==> src/hw/rtl/fpsc_queue.sv <==
module fpsc_queue #(
    parameter int unsigned WIDTH = 8,
    parameter int unsigned DEPTH = 2,
    localparam int unsigned PW   = (DEPTH > 1) ? $clog2(DEPTH) : 1
) (
    input  logic             clk,
    input  logic             rst_n,
    input  logic             push,
    input  logic [WIDTH-1:0] wr_data,
    input  logic             pop,
    output logic             full,
    output logic             not_empty,
    output logic [WIDTH-1:0] rd_data
);

    localparam logic [PW-1:0] LAST_SLOT = PW'(DEPTH - 1);
    localparam logic [PW:0]   FULL_CNT  = (PW + 1)'(DEPTH);

    logic [WIDTH-1:0] slot_reg [DEPTH];
    logic [PW-1:0]    wr_ptr_reg;
    logic [PW-1:0]    wr_ptr_next;
    logic [PW-1:0]    rd_ptr_reg;
    logic [PW-1:0]    rd_ptr_next;
    logic [PW:0]      count_reg;
    logic [PW:0]      count_next;

    assign full      = (count_reg == FULL_CNT);
    assign not_empty = (count_reg != '0);
    assign rd_data   = slot_reg[rd_ptr_reg];

    always_comb
    begin
        wr_ptr_next = wr_ptr_reg;
        rd_ptr_next = rd_ptr_reg;
        count_next  = count_reg;
        if (push)
        begin
            wr_ptr_next = (wr_ptr_reg == LAST_SLOT) ? '0 : wr_ptr_reg + PW'(1);
        end
        if (pop)
        begin
            rd_ptr_next = (rd_ptr_reg == LAST_SLOT) ? '0 : rd_ptr_reg + PW'(1);
        end
        if (push && !pop)
        begin
            count_next = count_reg + (PW + 1)'(1);
        end
        else if (pop && !push)
        begin
            count_next = count_reg - (PW + 1)'(1);
        end
    end

    always_ff @(posedge clk or negedge rst_n)
    begin
        if (!rst_n)
        begin
            wr_ptr_reg <= '0;
            rd_ptr_reg <= '0;
            count_reg  <= '0;
        end
        else
        begin
            wr_ptr_reg <= wr_ptr_next;
            rd_ptr_reg <= rd_ptr_next;
            count_reg  <= count_next;
        end
    end

    always_ff @(posedge clk)
    begin
        if (push)
        begin
            slot_reg[wr_ptr_reg] <= wr_data;
        end
    end

endmodule

==> config.mk <==
export PLATFORM = sky130hd
export DESIGN_NAME = fpsc_queue
export DESIGN_NICKNAME = d
export VERILOG_FILES = /design/src/hw/rtl/fpsc_queue.sv
export SDC_FILE = /design/constraint.sdc
export NUM_CORES = 1
export LEC_CHECK = 0
export BUFFER_PORTS_ARGS = -buffer_cell sky130_fd_sc_hd__buf_4
export CORE_MARGIN = 2
export CORE_UTILIZATION = 45
export CTS_CLUSTER_DIAMETER = 30
export DETAILED_ROUTE_END_ITERATION = 16
export PLACE_DENSITY = 0.8
export SETUP_SLACK_MARGIN = 0.2
export SYNTH_ARGS = -nofsm -noshare
export SYNTH_HDL_FRONTEND = slang
export SYNTH_SLANG_ARGS = --single-unit
==> constraint.sdc <==
create_clock -name clk -period 1.31 [get_ports clk]
set_input_delay 0.393 -clock clk [delete_from_list [all_inputs] [get_ports clk]]
set_output_delay 0.393 -clock clk [all_outputs]
set_load 0.01 [all_outputs]
==> impl_results.md, run 1 <==
* Overall Power at 2.28 mW
* Switching Share at roughly 29%
* Pleak at approximately 0.47 nW
* DR pass1 iterations at 4
* Rel. slew slack at ~85%
* Worst-path clk slew at 0.10 ns
* Detailed-route DRC error count at 0
* Startpoint type of the worst setup path: flip-flop
* Final hold violations at 0
* H-tree depth at 1
* Seq pwr share at 41.8%
* Clk pwr share at between 10% and 20%
* Share of post-route cells with drive strength above 1 at 60.3%
* Syn_nets at 54
* Number of global-route vias before repair at between 400 and 500
* RR Endpoint: count_reg[1]
* RSZ-0062 raised after global routing: yes
* Async S/R FF share, synth at roughly 20%
* Filler Cell Count at about 110
* Syn Inst Count at just over 40
* Vias/cell at 5.15
* Reg2reg path depth at 4
* Startpoint of the worst register-to-register path: count_reg[0]
* GPL Wtd Cong at roughly 0.66
* Max_cap viols at 0
* Hold path depth at 2
* Failing checks: negative setup slack
* Initial antenna violation count at 0
* Worst-Margin Slew at around 0.22 ns
* Overall Global Routing Usage at between 15 and 20%
* Kind of critical path: flip-flop to output port
* Warnings, synthesis at 0
* Post-synth EDFFs at 16
* CP max stage cell: dfrtp_2
* Routed Antenna Nets at 0
* Max FO, Critical Path at 5
* Top cell by count, worst path: buf_6
* Core ar. at roughly 1600 um^2
* Internal power at roughly 1.6 mW
* Slew Limit Fails at 0
* Post-Route WL at approximately 1500 um
* Min Clock Period, post-route at 1.69 ns
* Sum Neg Setup Slack at -3.19 ns
* Layout net count at 87
* Hold/Removal Path Class: input pin to flip-flop
* Die width at ~45 um
* CTS Buffer Depth at 2
* Most common cell in the synthesized netlist: edfxtp_1
* Worst VDD drop at approximately 0.0012 V
* Hold EP: rd_ptr_reg
* First-pass GRT wire length at 2180 um
* Final worst slack at -0.377 ns
* Core Util, Final at between 70% and 80%
* Number of buffers added on ports at 21
* CP top delay family: flip-flops
* Row count at 14
* Sw power at ~0.65 mW
* Data arrival, critical path at about 1.3 ns
* Cell taking the most area after synthesis: edfxtp_1
* Status: complete, but fails checks
* Routed len/inst at 16.4 um
* Layout area overhead at 42.2%
* Top_reg_cell synth: edfxtp_1
* Grt ovf at 0
* Top post-synthesis cells by count: edfxtp_1, mux2_2, dfrtp_1, xor2_1
* Antenna fix cells at 0
* Crit path buf inv count at 2
* CTS Sinks at 20
* Final Setup Violations at 10
* Initial core utilization at about half
* Total CTS buffers at 3
* Highest clock rate at 0.593 GHz
* Worst clock skew at around 0.0042 ns
* Drt initial violations at 6
* Place WS at -0.167 ns
* Crit path depth at 3
* Largest net degree at the start of global routing at 12
* Hold path start: pop
* Yosys cell types at 13
* Worst R2R Setup Slack at ~0.28 ns
* Avg Inst Size Synth at 18.9 um^2
* Cell Pwr Density at between 2000 and 2500 nW/um^2
* Routed via count at 458
* Top-area cell type share of the netlist area at just over 60%
* CP required at between 0.9 and 1 ns
* Dominant cells by area after synthesis: edfxtp_1, dfrtp_1, mux2_2
* Register bit total from synthesis at 20
* CP peak stage delay at 0.43 ns
* # IOs at 22
* Final period utilization at 129%
* Critical Path Sink Type: output port
* Max reg flops at 16
* Root buffer cell: clkbuf_4
* HPWL Detailed at between 800 and 900 um
* Die ar. at 2070 um^2
* Register area share after synthesis at approximately 75%
* Crit path cell chain: buf_6 -> mux2_4 -> buf_6
* Syn Std Cell Area at slightly below 800 um^2
* Comb power frac at 45.5%
* Clk Latency, worst-skew pair at a little under 0.3 ns
* Die H at ~45 um
* TritonCTS clock tree: yes
-- cell families after synthesis --
logic type	count (synthesis)	share of synthesized area, %
mux	8	11.7
xor+xnor	5	5.66
buf+inv	2	1.94
flops	20	75.1
fa+ha+maj	1	1.62
simple gates	5	4.05
-- how the worst max path moves through the flow --
stage / startpoint / end / slack (ns)
floorplan: rd_ptr_reg / rd_data[0] / 0.12
global placement: rd_ptr_reg / rd_data[4] / -0.16
detailed placement: rd_ptr_reg / rd_data[5] / -0.17
CTS: rd_ptr_reg / rd_data[0] / -0.36
global route: rd_ptr_reg / rd_data[5] / -0.41
finish: rd_ptr_reg / rd_data[4] / -0.38
-- metal layers --
metal	vias up	routed length (um)	track usage, %
li1	209	-	-
met1	227	548	18.1
met2	20	798	27.3
met3	2	88	3.17
met4	0	25	8.82
met5	-	0	0
-- power by group through the flow --
stage | combinational [mW] | clock (mW) | sequential, mW
global placement | 0.619 | 0 | 0.991
CTS | 0.947 | 0.289 | 0.940
global route | 1.10 | 0.315 | 0.973
finish | 1.04 | 0.289 | 0.952
detailed placement | 0.631 | 0 | 1.00
floorplan | 0.426 | 0 | 0.933
-- per-stage QoR --
step / hold WS (ns) / instances / cell area (um^2)
final: 0.276 / 89 / 1100
after CTS: 0.272 / 89 / 1070
after global routing: 0.266 / 89 / 1100
after floorplan: 0.0974 / 41 / 776
after detailed placement: 0.191 / 78 / 950
after global placement: 0.191 / 78 / 950
-- timing repair --
item                       CTS  global route
gates resized for setup     14             8
pin swaps                    0             0
buffers inserted             6             0
cloned                       0             0
setup endpoints to repair   18            10
hold buffers                 1             0
hold endpoints to repair     4             0
-- cell type report --
class	instances	area (um^2)	area share (%)
clock buffer	3	22.5	2.05
clock inverter	1	3.75	0.341
inverter	1	3.75	0.341
multi-input combinational	19	203	18.4
sequential	20	582	52.9
tap	16	20.0	1.82
timing repair buffer	29	265	24.1
-- cell usage in the layout (no fill, tap or decap) --
cell	n
and2_2	1
and2b_2	1
buf_4	16
buf_6	12
clkbuf_4	3
clkinv_1	1
dfrtp_1	3
dfrtp_2	1
dlygate4sd3_1	1
edfxtp_1	16
ha_1	1
inv_1	1
mux2_2	3
mux2_4	5
nor2_1	1
nor2b_2	1
or2_4	1
xnor2_1	1
xor2_1	4
Power figures use the tool's default switching activity.
==> run 2, diff against run 1 <==
--- a/config.mk
+++ b/config.mk
@@ -7,10 +7,10 @@
 export LEC_CHECK = 0
 export BUFFER_PORTS_ARGS = -buffer_cell sky130_fd_sc_hd__buf_4
 export CORE_MARGIN = 2
-export CORE_UTILIZATION = 45
+export CORE_UTILIZATION = 35
 export CTS_CLUSTER_DIAMETER = 30
 export DETAILED_ROUTE_END_ITERATION = 16
-export PLACE_DENSITY = 0.8
+export PLACE_DENSITY = 0.66
 export SETUP_SLACK_MARGIN = 0.2
 export SYNTH_ARGS = -nofsm -noshare
 export SYNTH_HDL_FRONTEND = slang
==> run 2 against run 1 <==
Against the previous run: highest routed layer is now met3; the flow still finishes with violations (negative setup slack); first-iteration DRC count did not move; via count fell by 4.6%; critical endpoint is now rd_data[6]; clock power rose by 17%; maximum frequency rose by 0.81%; largest power group unchanged; count of clock-buffer cells in the layout rose by 1.
==> impl_results.md, run 2 (same netlist as run 1, synthesis figures left out) <==
* Startpoint of the worst register-to-register path: count_reg[0]
* Hold path start: pop
* Sum Neg Setup Slack at -3.10 ns (+0.0975 ns)
* Overall Global Routing Usage at 10.8% (-5.1 points)
* Row count at 17 (+3)
* Kind of critical path: flip-flop to output port
* CP required at 0.92 ns (about the same)
* Reg2reg path depth at 4 (unchanged)
* WL met2 at 697 um (-13%)
* Worst-Margin Slew at 0.207 ns (-0.0172 ns)
* Routed via count at 437 (-4.6%)
* H-tree depth at 1 (unchanged)
* Layout area overhead at 46.0%
* Min Clock Period, post-route at 1.67 ns (-0.0135 ns)
* TritonCTS clock tree: yes
* GPL Wtd Cong at 0.642 (-3.0%)
* Die width at 51 um (+12%)
* Rel. slew slack at 86.2% (+1.1 points)
* Sw power at 0.618 mW (-5.6%)
* Worst VDD drop at 0.00117 V (-3.4%)
* Comb power frac at 44.5% (-1.0 points)
* Top cell by count, worst path: buf_6
* Initial antenna violation count at 0 (unchanged)
* CP peak stage delay at 0.44 ns (about the same)
* Seq pwr share at 40.9% (-0.9 points)
* Filler Cell Count at 196 (+83%)
* Hold EP: rd_ptr_reg
* Pleak at 0.479 nW (+2.1%)
* Hold_ws at 0.270 ns (-0.00660 ns)
* Antenna fix cells at 0 (unchanged)
* # IOs at 22 (unchanged)
* Max_cap viols at 0 (unchanged)
* Final Setup Violations at 10 (unchanged)
* Number of global-route vias before repair at 458 (-4.0%)
* Vias/cell at 4.33 (-16%)
* CP max stage cell: dfrtp_2
* Slew Limit Fails at 0 (unchanged)
* Die H at 51 um (+12%)
* CTS Buffer Depth at 2 (unchanged)
* DR pass1 iterations at 3 (-1)
* Cell Pwr Density at 2040 nW/um^2 (-1.3%)
* Routed Antenna Nets at 0 (unchanged)
* FF+latch area at 582 um^2 (unchanged)
* Top sig layer: met3
* Area of the multi-input gates at 206 um^2 (+1.9%)
* Final Non-Filler Cells at 101 (+13%)
* Initial core utilization at 36.0% (-14 points)
* Worst clock skew at 0.00491 ns (+0.000758 ns)
* Die ar. at 2600 um^2 (+26%)
* Total CTS buffers at 3 (unchanged)
* CTS Sinks at 20 (unchanged)
* Drt initial violations at 6 (unchanged)
* Layout net count at 87 (unchanged)
* Final period utilization at 128% (-1.0 points)
* Grt ovf at 0 (unchanged)
* Worst R2R Setup Slack at 0.28 ns (about the same)
* Routed len/inst at 12.2 um (-26%)
* Hold/Removal Path Class: input pin to flip-flop
* Worst-path clk slew at 0.10 ns (about the same)
* Number of buffers added on ports at 21 (unchanged)
* Root buffer cell: clkbuf_4
* Max FO, Critical Path at 4 (-1)
* Highest clock rate at 0.598 GHz (+0.81%)
* Largest net degree at the start of global routing at 12 (unchanged)
* Critical Path Sink Type: output port
* Final worst slack at -0.363 ns (+0.0135 ns)
* Most frequent cells in the layout: buf_4, edfxtp_1, buf_6
* Share of post-route cells with drive strength above 1 at 61.6% (+1.4 points)
* Final hold violations at 0 (unchanged)
* Wire length on met1 at 461 um (-16%)
* RR Endpoint: count_reg[1]
* Placed instance count at 91 (+17%)
* Internal power at 1.69 mW (+4.0%)
* Overall Power at 2.31 mW (+1.3%)
* Failing checks: negative setup slack
* Detailed-route DRC error count at 0 (unchanged)
* Crit path cell chain: buf_6 -> mux2_4 -> buf_6
* Post-Route WL at 1230 um (-16%)
* Max reg flops at 16 (unchanged)
* Met3 wire len at 72 um (-18%)
* Switching Share at 26.8% (-1.9 points)
* Clk Latency, worst-skew pair at 0.29 ns (about the same)
* First-pass GRT wire length at 1970 um (-9.8%)
* Data arrival, critical path at 1.28 ns (about the same)
* Status: complete, but fails checks
* Hold path depth at 2 (unchanged)
* Clk pwr share at 14.6% (+1.9 points)
* Core ar. at 2150 um^2 (+38%)
* Startpoint type of the worst setup path: flip-flop
* RSZ-0062 raised after global routing: yes
==> run 2: cell count changes in the layout (fill, tap and decap cells not counted) <==
cell and change:
clkbuf_8 +1, clkinv_1 -1, mux2_2 -1, mux2_4 +1
==> run 2: worst max-delay path by stage <==
stage,from,to,cells after the start
6_report,rd_ptr_reg,rd_data[6],3
5_1_grt,rd_ptr_reg,rd_data[3],3
4_1_cts,rd_ptr_reg,rd_data[6],3
3_5_place_dp,rd_ptr_reg,rd_data[4],2
3_3_place_gp,rd_ptr_reg,rd_data[4],2
2_1_floorplan,rd_ptr_reg,rd_data[0],2
==> run 2: power groups by stage <==
stage               logic, mW  registers (mW)  clock network (mW)
global route             1.10           0.967               0.375
CTS                     0.869           0.937               0.347
finish                   1.03           0.944               0.337
detailed placement      0.655           0.997                   0
global placement        0.652           0.990                   0
floorplan               0.426           0.933                   0
==> run 2: per-layer routing <==
layer / up-vias / global-route usage (%)
met3: 0 / 2.63
met2: 15 / 19.0
li1: 210 / -
met1: 212 / 11.9
met5: - / 0
met4: 0 / 5.41
==> run 2: cell type report <==
type | count | area share (%)
flip-flops and latches | 20 | 51.6
clock buffers | 4 | 3.22
repair buffers | 29 | 23.5
inverters | 1 | 0.333
well taps | 28 | 3.10
multi-input cells | 19 | 18.3
==> run 2: through the flow <==
step,util (%),cell area [um^2],worst slack (ns)
floorplan,-,776,0.116
global placement,45.3,972,-0.162
detailed placement,45.3,972,-0.159
CTS,49.7,1070,-0.362
global route,52.5,1130,-0.410
finish,52.5,1130,-0.363
==> run 2: critical path, delay by kind of cell, from the launching register on <==
kind / cells / cell delay, ns
flops: 1 / 0.44
mux: 1 / 0.30
buf+inv: 2 / 0.26
==> run 2: what timing repair did <==
item,in CTS,in global routing
setup buffers,4,1
cloned,0,0
hold buffers,1,0
pin swaps,1,0
gates resized for setup,7,15
endpoints found under the hold margin,4,0
setup endpoints to repair,10,18
